## src/hdl/pyu_pkg.sv

```systemverilog
`timescale 1ns / 1ps
package pyu_pkg;

    localparam int DEF_MAX_CLUSTERS     = 256;
    localparam int DEF_MAX_OBSERVATIONS = 65536;

    localparam int CMD_W    = 2;
    localparam int LABEL_W  = 8;
    localparam int UNI_W    = 16;
    localparam int CONC_W   = 24;
    localparam int DISC_W   = 16;
    localparam int STATUS_W = 2;
    localparam int CFG_A_W  = 1;
    localparam int CFG_D_W  = 24;

    typedef logic [CMD_W-1:0]    t_command;
    typedef logic [STATUS_W-1:0] t_status;
    typedef logic [CFG_A_W-1:0]  t_cfg_addr;
    typedef logic [3:0]          t_op;
    typedef logic [1:0]          t_lsrc;

    localparam t_command CMD_CLEAR = 2'd0;
    localparam t_command CMD_SEED  = 2'd1;
    localparam t_command CMD_DRAW  = 2'd2;
    localparam t_command CMD_NOP   = 2'd3;

    localparam t_status ST_OK        = 2'd0;
    localparam t_status ST_FULL      = 2'd1;
    localparam t_status ST_BAD_LABEL = 2'd2;

    localparam t_cfg_addr REG_CONC = 1'd0;
    localparam t_cfg_addr REG_DISC = 1'd1;

    // datapath operations
    localparam t_op OP_NONE    = 4'd0;
    localparam t_op OP_LATCH   = 4'd1;
    localparam t_op OP_SWEEP   = 4'd2;
    localparam t_op OP_SEED_RD = 4'd3;
    localparam t_op OP_SEED_WR = 4'd4;
    localparam t_op OP_MUL_LO  = 4'd5;
    localparam t_op OP_MUL_HI  = 4'd6;
    localparam t_op OP_SCAN    = 4'd7;
    localparam t_op OP_HIT_WR  = 4'd8;
    localparam t_op OP_OPEN_WR = 4'd9;

    // source of the result label
    localparam t_lsrc LSRC_ZERO = 2'd0;
    localparam t_lsrc LSRC_SEED = 2'd1;
    localparam t_lsrc LSRC_HIT  = 2'd2;
    localparam t_lsrc LSRC_OPEN = 2'd3;

    typedef struct packed {
        t_op     op;
        logic    res_valid;
        t_lsrc   lsrc;
        logic    res_open;
        t_status res_status;
    } t_dp_cmd;

    typedef struct packed {
        logic label_bad;
        logic obs_full;
        logic table_full;
        logic sweep_last;
        logic scan_hit;
        logic scan_end;
        logic found;
    } t_dp_sts;

endpackage

```

## src/hdl/pyu_ctrl.sv

```systemverilog
`timescale 1ns / 1ps
module pyu_ctrl import pyu_pkg::*; (
    input  logic     i_clk,
    input  logic     i_rst_n,
    input  logic     i_start,
    input  t_command i_command,
    input  t_dp_sts  i_sts,
    output t_dp_cmd  o_cmd,
    output logic     o_busy
);

    localparam logic [2:0] S_IDLE    = 3'd0;
    localparam logic [2:0] S_SWEEP   = 3'd1;
    localparam logic [2:0] S_SEED    = 3'd2;
    localparam logic [2:0] S_SEED_WR = 3'd3;
    localparam logic [2:0] S_DRAW    = 3'd4;
    localparam logic [2:0] S_MUL_HI  = 3'd5;
    localparam logic [2:0] S_SCAN    = 3'd6;
    localparam logic [2:0] S_DRAW_WR = 3'd7;

    logic [2:0] r_state;
    logic [2:0] n_state;
    logic       r_quiet;  // sweep after reset gives no result

    always_comb begin
        n_state          = r_state;
        o_cmd.op         = OP_NONE;
        o_cmd.res_valid  = 1'b0;
        o_cmd.lsrc       = LSRC_ZERO;
        o_cmd.res_open   = 1'b0;
        o_cmd.res_status = ST_OK;
        unique case (r_state)
            S_IDLE: begin
                if (i_start) begin
                    o_cmd.op = OP_LATCH;
                    unique case (i_command)
                        CMD_CLEAR: n_state = S_SWEEP;
                        CMD_SEED:  n_state = S_SEED;
                        CMD_DRAW:  n_state = S_DRAW;
                        CMD_NOP:   o_cmd.res_valid = 1'b1;
                    endcase
                end
            end
            S_SWEEP: begin
                o_cmd.op = OP_SWEEP;
                if (i_sts.sweep_last) begin
                    o_cmd.res_valid = !r_quiet;
                    n_state         = S_IDLE;
                end
            end
            S_SEED: begin
                o_cmd.lsrc = LSRC_SEED;
                if (i_sts.label_bad) begin
                    o_cmd.res_valid  = 1'b1;
                    o_cmd.res_status = ST_BAD_LABEL;
                    n_state          = S_IDLE;
                end else if (i_sts.obs_full) begin
                    o_cmd.res_valid  = 1'b1;
                    o_cmd.res_status = ST_FULL;
                    n_state          = S_IDLE;
                end else begin
                    o_cmd.op = OP_SEED_RD;
                    n_state  = S_SEED_WR;
                end
            end
            S_SEED_WR: begin
                o_cmd.op        = OP_SEED_WR;
                o_cmd.lsrc      = LSRC_SEED;
                o_cmd.res_valid = 1'b1;
                n_state         = S_IDLE;
            end
            S_DRAW: begin
                if (i_sts.obs_full) begin
                    o_cmd.res_valid  = 1'b1;
                    o_cmd.res_status = ST_FULL;
                    n_state          = S_IDLE;
                end else begin
                    o_cmd.op = OP_MUL_LO;
                    n_state  = S_MUL_HI;
                end
            end
            S_MUL_HI: begin
                o_cmd.op = OP_MUL_HI;
                n_state  = S_SCAN;
            end
            S_SCAN: begin
                o_cmd.op = OP_SCAN;
                if (i_sts.scan_hit || i_sts.scan_end) begin
                    n_state = S_DRAW_WR;
                end
            end
            S_DRAW_WR: begin
                o_cmd.res_valid = 1'b1;
                n_state         = S_IDLE;
                if (i_sts.found) begin
                    o_cmd.op   = OP_HIT_WR;
                    o_cmd.lsrc = LSRC_HIT;
                end else if (i_sts.table_full) begin
                    o_cmd.res_status = ST_FULL;
                end else begin
                    o_cmd.op       = OP_OPEN_WR;
                    o_cmd.lsrc     = LSRC_OPEN;
                    o_cmd.res_open = 1'b1;
                end
            end
            default: begin
                n_state = S_IDLE;
            end
        endcase
    end

    always_ff @(posedge i_clk) begin
        if (!i_rst_n) begin
            r_state <= S_SWEEP;
            r_quiet <= 1'b1;
        end else begin
            r_state <= n_state;
            if (r_state == S_SWEEP && i_sts.sweep_last) begin
                r_quiet <= 1'b0;
            end
        end
    end

    assign o_busy = r_state != S_IDLE;

endmodule

```

## config.mk

```make
export PLATFORM = sky130hd
export DESIGN_NAME = pyu_ctrl
export DESIGN_NICKNAME = d
export VERILOG_FILES = /design/src/hdl/pyu_pkg.sv /design/src/hdl/pyu_ctrl.sv
export SDC_FILE = /design/constraint.sdc
export NUM_CORES = 1
export LEC_CHECK = 0
export BUFFER_PORTS_ARGS = -buffer_cell sky130_fd_sc_hd__buf_4
export CAP_MARGIN = 20
export CORE_AREA = 4 4 41 43
export CTS_BUF_LIST = sky130_fd_sc_hd__clkbuf_16
export DETAILED_ROUTE_END_ITERATION = 10
export DIE_AREA = 0 0 45 47
export GPL_TIMING_DRIVEN = 0
export MAX_ROUTING_LAYER = met4
export PLACE_DENSITY_LB_ADDON = 0.08
export SETUP_SLACK_MARGIN = 0.4
export SLEW_MARGIN = 25
export SYNTH_ARGS = -nofsm -noshare
export SYNTH_HDL_FRONTEND = slang
export SYNTH_SLANG_ARGS = --single-unit
```

## constraint.sdc

```tcl
create_clock -name i_clk -period 1.8 [get_ports i_clk]
set_input_delay 0.36 -clock i_clk [delete_from_list [all_inputs] [get_ports i_clk]]
set_output_delay 0.36 -clock i_clk [all_outputs]
set_load 0.1 [all_outputs]
```

==> results.cfg, run 1 <==
[run_status]
status = did not finish
lastStage = global routing
tool.error = [ERROR DPL-0038] Utilization greater than 100%, impossible to legalize

[logic_synthesis]
synth_edf_count = 0
netlist_instances = 71
synth_seq_cells = 4
synth_top_cell_area_share_pct = 15.6
synth.largest_area_cell = dfxtp_1
synth_cell_type_count = 32
syn_nets = 87
synthArstFlopShare_pct = 0
synth_seq_area_share_pct = 15.6
yosysWarnings = 0
ys.flop_type = dfxtp_1
synth_area_per_cell_um2 = 7.21
yosys-top-cells-area = dfxtp_1 16%, ha_1 9.8%, nand2_1 7.3%
synth.cell_area_um2 = 512

[die]
die_w_um = 45
initial_core_util_pct = 39.3
io_pins = 23
rows = 13
die_y_um = 47

[cts]
numCtsBuffers = 3
root_buffer = clkbuf_16
cts_sinks = 4
holdBufCountCts = 0
htree_levels = 1
clockBufferDepth = 2

[global_routing]
grt_max_degree = 9

[placement]
portBuffers = 22
placed_cells = 108
dp_hpwl_mm = 1.17
pre_cts_ws_ps = -30.4
globalplace.congestion = 0.817
placed_cell_area_um2 = 846

[sta]
grt-worst-endpoint = o_cmd[5]
worstEpCategory = top-level output
-- what timing repair did --
action | in CTS
resized for setup | 44
cloned | 1
buffers inserted | 18
setup endpoints to repair | 14
pin swaps | 10
-- synthesized netlist by cell type, drive strengths merged, types with 2 or more instances --
cell type / count
a21oi: 6
buf: 4
clkbuf: 2
dfxtp: 4
ha: 4
inv: 4
mux2i: 3
nand2: 10
nand2b: 3
nand3: 3
nand3b: 2
nor2: 3
nor3: 3
o21ai: 4
or3: 2
-- kinds of logic after synthesis --
group	share of synthesized area (%)
compound gates	26.4
fa+ha+maj	9.78
buf+inv	10.0
flops	15.6
mux	5.87
simple gates	32.3
-- stage by stage --
stage / utilization (%) / setup TNS (ps)
after floorplan: - / -1420
after global placement: 65.0 / -68.7
after detailed placement: 65.0 / -53.7
after CTS: 97.4 / -162
==> run 2, diff against run 1 <==
==> config.mk (replaced) <==
export PLATFORM = sky130hd
export DESIGN_NAME = pyu_ctrl
export DESIGN_NICKNAME = d
export VERILOG_FILES = /design/src/hdl/pyu_pkg.sv /design/src/hdl/pyu_ctrl.sv
export SDC_FILE = /design/constraint.sdc
export NUM_CORES = 1
export LEC_CHECK = 0
export BUFFER_PORTS_ARGS = -buffer_cell sky130_fd_sc_hd__buf_4
export CAP_MARGIN = 20
export CORE_AREA = 4 4 65 67
export DETAILED_ROUTE_END_ITERATION = 10
export DIE_AREA = 0 0 69 71
export GPL_TIMING_DRIVEN = 0
export PLACE_DENSITY_LB_ADDON = 0.15
export SLEW_MARGIN = 25
export SYNTH_ARGS = -nofsm -noshare
export SYNTH_HDL_FRONTEND = slang
export SYNTH_SLANG_ARGS = --single-unit
==> run 2 against run 1 <==
  * The flow now finishes, with violations (setup timing)
  * Synthesized area unchanged
  * Synthesized cell count did not move
==> results.cfg, run 2 <==
[critical_path]
crit_slowest_cell = or3_4
max_stage_delay_ps = 410
worstSetupStartpointType = flop
crit_type = reg -> out
crit_fanout = 6
required_ps = 1440
critPathArrivalTime_ps = 1460
endpoint_kind = output port
crit_chain = buf_6, or3_4, o22a_4, buf_12

[layout]
layout_common_cells = 27 x buf_4, 8 x nand2_1, 5 x buf_8, 5 x a21oi_2
largest_reg_flops = 3
final_common_cell = buf_4
reg_top3 = r_state (3), r_quiet (1)
syn_to_final_growth_pct = 118
diodes = 0
top_register = r_state
drive_above_1_share_pct = 64.8
final_nets = 126

[sta]
period_needed_ps = 1820
worst_slack_ps = -15.0
rsz0062_at_grt = yes
clock.fmax_mhz = 551
hold_viol = 0
tightestPinTransition_ps = 258
setup_tns_ps = -15.0
slew_headroom_pct = 82.6
drv_slew = 0
setup_viol_count_final = 1
fin_crit_sh_pct = 101
fin_skew_ps = 0.916

[logic_synthesis]
syn_nets = 87
yosys-top-cells-area = dfxtp_1 16%, ha_1 9.8%, nand2_1 7.3%
synth_edf_count = 0
synth_area_per_cell_um2 = 7.21
ys.flop_type = dfxtp_1
netlist_instances = 71
synth_seq_cells = 4
yosysWarnings = 0
synth_top_cell_area_share_pct = 15.6
synthArstFlopShare_pct = 0
synth_seq_area_share_pct = 15.6
post-synth-top-count-cell = nand2_1
synth.cell_area_um2 = 512
synth_cell_type_count = 32
synth_commonest_cells = 10 x nand2_1, 6 x a21oi_1
synth.largest_area_cell = dfxtp_1

[placement]
dp_hpwl_mm = 1.36
portBuffers = 22
pre_cts_ws_ps = -283
globalplace.congestion = 0.715

[detailed_routing]
routed_via_density = 4.20
finalWirelength_mm = 1.79
drt-pass1-iter-count = 3
remaining_drc_errors = 0
final_antenna_net_count = 0
drt_iter0_markers = 4
wl_per_cell_um = 11.5
num_vias = 655

[run_status]
status = finished with violations
violations = setup timing

[cts]
clockBufferDepth = 2
numCtsBuffers = 3
cts_sinks = 4
root_buffer = clkbuf_8
cts_tree = done
htree_levels = 1
clk_latency_ps = 210
cts.clk_slew.worst_paths_ps = 30

[global_routing]
grt_max_degree = 11
grtUsageTotal_pct = 7.45
antenna_found_initial = 0
grt_pass1_vias = 657
grt_overflow = 0
grt_pass1_wl_mm = 3.06

[die]
die_y_um = 71
rows = 22
die_w_um = 69
initial_core_util_pct = 14.1
die_area_um2 = 4900
io_pins = 23
core_area_um2 = 3630

[power]
comb_power_share_pct = 64.0
leakagePower_nw = 0.489
ir_drop_mv = 0.185
power.switching_mw = 0.357
p_sw_share_pct = 44.3
power_frac_seq_pct = 13.4
p_int_mw = 0.449
powerDensity_nw_per_um2 = 721
p_clk_share_pct = 22.6

[hold_path]
min_path_type = in -> reg

[job]
maxCapViolCount = 0
[run 2: per-layer routing]
layer / vias to the layer above / track usage, % / part of all wire (%)
li1: 331 / - / -
met1: 313 / 8.24 / 40
met2: 11 / 14.0 / 56
met3: 0 / 2.41 / 3.7
met4: 0 / 1.30 / 0
met5: - / 0 / 0
[run 2: final cells by class]
type / count / area (um2)
Buffer: 5 / 70.1
Clock buffer: 3 / 41.3
Fill cell: 402 / 2520
Inverter: 4 / 15.0
Multi-Input combinational cell: 57 / 519
Sequential cell: 4 / 85.1
Tap cell: 48 / 60.1
Timing Repair Buffer: 35 / 327
[run 2: timing repair]
item	in CTS	in global routing
gates resized for setup	26	10
pin swaps	5	7
hold buffers	0	0
buffers inserted	11	2
setup endpoints to repair	8	9
[run 2: cell families (layout without fill, tap and decap cells)]
family | Yosys count | after routing | share of synthesized area, %
adders and majority gates | 4 | 4 | 9.78
DFF | 4 | 4 | 15.6
muxes | 3 | 3 | 5.87
and+or+nand+nor | 30 | 30 | 32.3
buffers and inverters | 10 | 47 | 10.0
AOI/OAI and AO/OA | 20 | 20 | 26.4
[run 2: metrics by stage]
stage | std cells | power, mW | instance area, um2 | hold WS [ps] | util, %
detailed placement | 141 | 0.530 | 856 | 473 | 23.6
CTS | 155 | 0.799 | 1080 | 356 | 29.7
floorplan | 71 | 0.441 | 631 | 422 | -
global route | 156 | 0.850 | 1120 | 378 | 30.8
global placement | 141 | 0.533 | 856 | 470 | 23.6
finish | 156 | 0.806 | 1120 | 357 | 30.8
[run 2: worst paths after layout]
kind	slack (ps)	start	cells past startpoint	to
min reg2reg	480	r_quiet$_SDFFE_PN1P_	2	r_quiet$_SDFFE_PN1P_
min	360	i_rst_n	2	r_quiet$_SDFFE_PN1P_
max	-20	r_state[1]$_SDFFE_PN0P_	4	o_cmd[6]
max reg2reg	120	r_state[1]$_SDFFE_PN0P_	5	r_state[1]$_SDFFE_PN0P_
[run 2: power by group through the flow]
| stage | Combinational [mW] | Sequential (mW) | Clock (mW) |
|---|---|---|---|
| floorplan | 0.336 | 0.105 | 0 |
| global placement | 0.427 | 0.105 | 0 |
| detailed placement | 0.424 | 0.106 | 0 |
| CTS | 0.505 | 0.105 | 0.189 |
| global route | 0.543 | 0.109 | 0.199 |
| finish | 0.516 | 0.108 | 0.182 |
[run 2: critical path, delay by kind of cell (launching register included)]
kind | cells | cell delay [ps]
simple gates | 1 | 410
flops | 1 | 310
buf+inv | 2 | 280
compound gates | 1 | 240
Note: power is estimated with default switching activity, not from simulation.
==> run 3, diff against run 2 <==
--- a/config.mk
+++ b/config.mk
@@ -7,9 +7,9 @@
 export LEC_CHECK = 0
 export BUFFER_PORTS_ARGS = -buffer_cell sky130_fd_sc_hd__buf_4
 export CAP_MARGIN = 20
-export CORE_AREA = 4 4 65 67
+export CORE_AREA = 2 2 63 65
 export DETAILED_ROUTE_END_ITERATION = 10
-export DIE_AREA = 0 0 69 71
+export DIE_AREA = 0 0 65 67
 export GPL_TIMING_DRIVEN = 0
 export PLACE_DENSITY_LB_ADDON = 0.15
 export SLEW_MARGIN = 25
==> constraint.sdc (replaced) <==
create_clock -name i_clk -period 2.2 [get_ports i_clk]
set_input_delay 0.44 -clock i_clk [delete_from_list [all_inputs] [get_ports i_clk]]
set_output_delay 0.44 -clock i_clk [all_outputs]
set_load 0.1 [all_outputs]
==> run 3 against run 2 <==
  * The run now ends clean
  * Critical path type unchanged
  * Clock-buffer cell count unchanged
  * Total power down 30%
  * Clock power down 17%
  * Clock skew up 0.87 ps
  * Hold slack better by 75 ps
  * Sequential power down 21%
  * Non-clock buffer count down 12
==> results.cfg, run 3 (synthesis results as in run 2) <==
[run_status]
status = finished, final reports clean

[detailed_routing]
drt_iter0_markers = 11
routed_via_density = 4.15
finalWirelength_mm = 1.63
final_antenna_net_count = 0
wl_per_cell_um = 11.3
num_vias = 597
drt-pass1-iter-count = 4
remaining_drc_errors = 0

[global_routing]
grt_pass1_wl_mm = 2.69
grtUsageTotal_pct = 8.11
grt_pass1_vias = 577
grt_overflow = 0
antenna_found_initial = 0
grt_max_degree = 11

[layout]
layout_common_cells = 24 x buf_4, 10 x nand2_1, 6 x a21oi_1
largest_reg_flops = 3
final_common_cell = buf_4
fin_area_um2 = 843
final_nets = 114
diodes = 0
syn_to_final_growth_pct = 64.8
reg_top3 = r_state (3), r_quiet (1)
top_register = r_state
drive_above_1_share_pct = 45.8

[sta]
fin_crit_sh_pct = 95.5
fin_skew_ps = 1.78
drv_slew = 0
period_needed_ps = 2100
rsz0062_at_grt = no
setup_viol_count_final = 0
whs_ps = 431
hold_viol = 0
tightestPinTransition_ps = 347
slew_headroom_pct = 76.9
clock.fmax_mhz = 476

[cts]
numCtsBuffers = 3
cts_setup_buffers = 0
root_buffer = clkbuf_8
clk_latency_ps = 210
cts.clk_slew.worst_paths_ps = 30
clockBufferDepth = 2
cts_sinks = 4
cts_tree = done
htree_levels = 1

[power]
leakagePower_nw = 0.380
p_int_mw = 0.298
powerDensity_nw_per_um2 = 667
comb_power_share_pct = 58.1
p_sw_share_pct = 47.0
power_frac_seq_pct = 15.1
power.switching_mw = 0.264
ir_drop_mv = 0.195
p_clk_share_pct = 26.8
power_mw = 0.563

[placement]
portBuffers = 22
dp_hpwl_mm = 1.34
placed_cell_area_um2 = 798
globalplace.congestion = 0.723

[critical_path]
path_common_cell = buf_4
rrSetupSlack_ps = 520
worst-path-buf-inv = 3
crit_fanout = 10
worstSetupStartpointType = flop
crit_type = reg -> out
crit_chain = buf_4, buf_6, nand3_2, nor3_4, o22a_2, buf_4
max_stage_delay_ps = 300
required_ps = 1760
critPathArrivalTime_ps = 1660
critPathTopFamily = buffers and inverters
crit_slowest_cell = dfxtp_1
endpoint_kind = output port

[die]
die_area_um2 = 4360
die_w_um = 65
io_pins = 23
rows = 22
core_area_um2 = 3610
initial_core_util_pct = 14.2
die_y_um = 67

[job]
maxCapViolCount = 0

[hold_path]
min_path_type = in -> reg
[run 3: worst register-to-register path: stages (launching register included)]
cell and delay, ps:
dfxtp_1 290, buf_4 160, or3_4 390, or4_4 440
o211ai_2 130, mux2i_1 210
[run 3: routing by layer]
| metal | vias up | track usage [%] | wire, um |
|---|---|---|---|
| met2 | 12 | 12.8 | 813 |
| li1 | 305 | - | - |
| met4 | 0 | 1.60 | 0 |
| met5 | - | 0 | 0 |
| met3 | 0 | 3.55 | 78 |
| met1 | 280 | 10.3 | 739 |
[run 3: final timing paths]
check                     startpoint                      end  cells past startpoint
max          r_state[2]$_SDFFE_PN0P_                 o_cmd[6]                      6
min                          i_rst_n     r_quiet$_SDFFE_PN1P_                      2
max reg2reg  r_state[2]$_SDFFE_PN0P_  r_state[2]$_SDFFE_PN0P_                      5
min reg2reg     r_quiet$_SDFFE_PN1P_     r_quiet$_SDFFE_PN1P_                      2
[run 3: area by class of cell]
| type | instances | area (um2) |
|---|---|---|
| Timing Repair Buffer | 22 | 165 |
| Inverter | 4 | 15.0 |
| Clock buffer | 3 | 41.3 |
| Tap cell | 48 | 60.1 |
| Fill cell | 418 | 2760 |
| Multi-Input combinational cell | 57 | 432 |
| Buffer | 6 | 50.0 |
| Sequential cell | 4 | 80.1 |
[run 3: timing repair]
action	in CTS	in global routing
hold endpoints to repair	0	0
gates cloned	0	0
pin swaps	0	0
resized for setup	1	2
endpoints found under the setup margin	1	1
hold buffers	0	0
[run 3: stage by stage]
| stage | utilization (%) | setup TNS (ps) | std cells | setup WS, ps |
|---|---|---|---|---|
| floorplan | - | -1590 | 71 | -411 |
| global route | 23.4 | 0 | 144 | 4.92 |
| finish | 23.4 | 0 | 144 | 99.9 |
| global placement | 22.1 | 0 | 141 | 82.1 |
| CTS | 23.3 | 0 | 144 | 38.4 |
| detailed placement | 22.1 | 0 | 141 | 99.9 |
[run 3: power groups by stage]
stage	Clock [mW]	Combinational, mW	Sequential, mW
2_1_floorplan	0	0.255	0.0851
6_report	0.151	0.327	0.0848
3_5_place_dp	0	0.327	0.0858
4_1_cts	0.157	0.329	0.0850
5_1_grt	0.165	0.347	0.0857
3_3_place_gp	0	0.329	0.0854
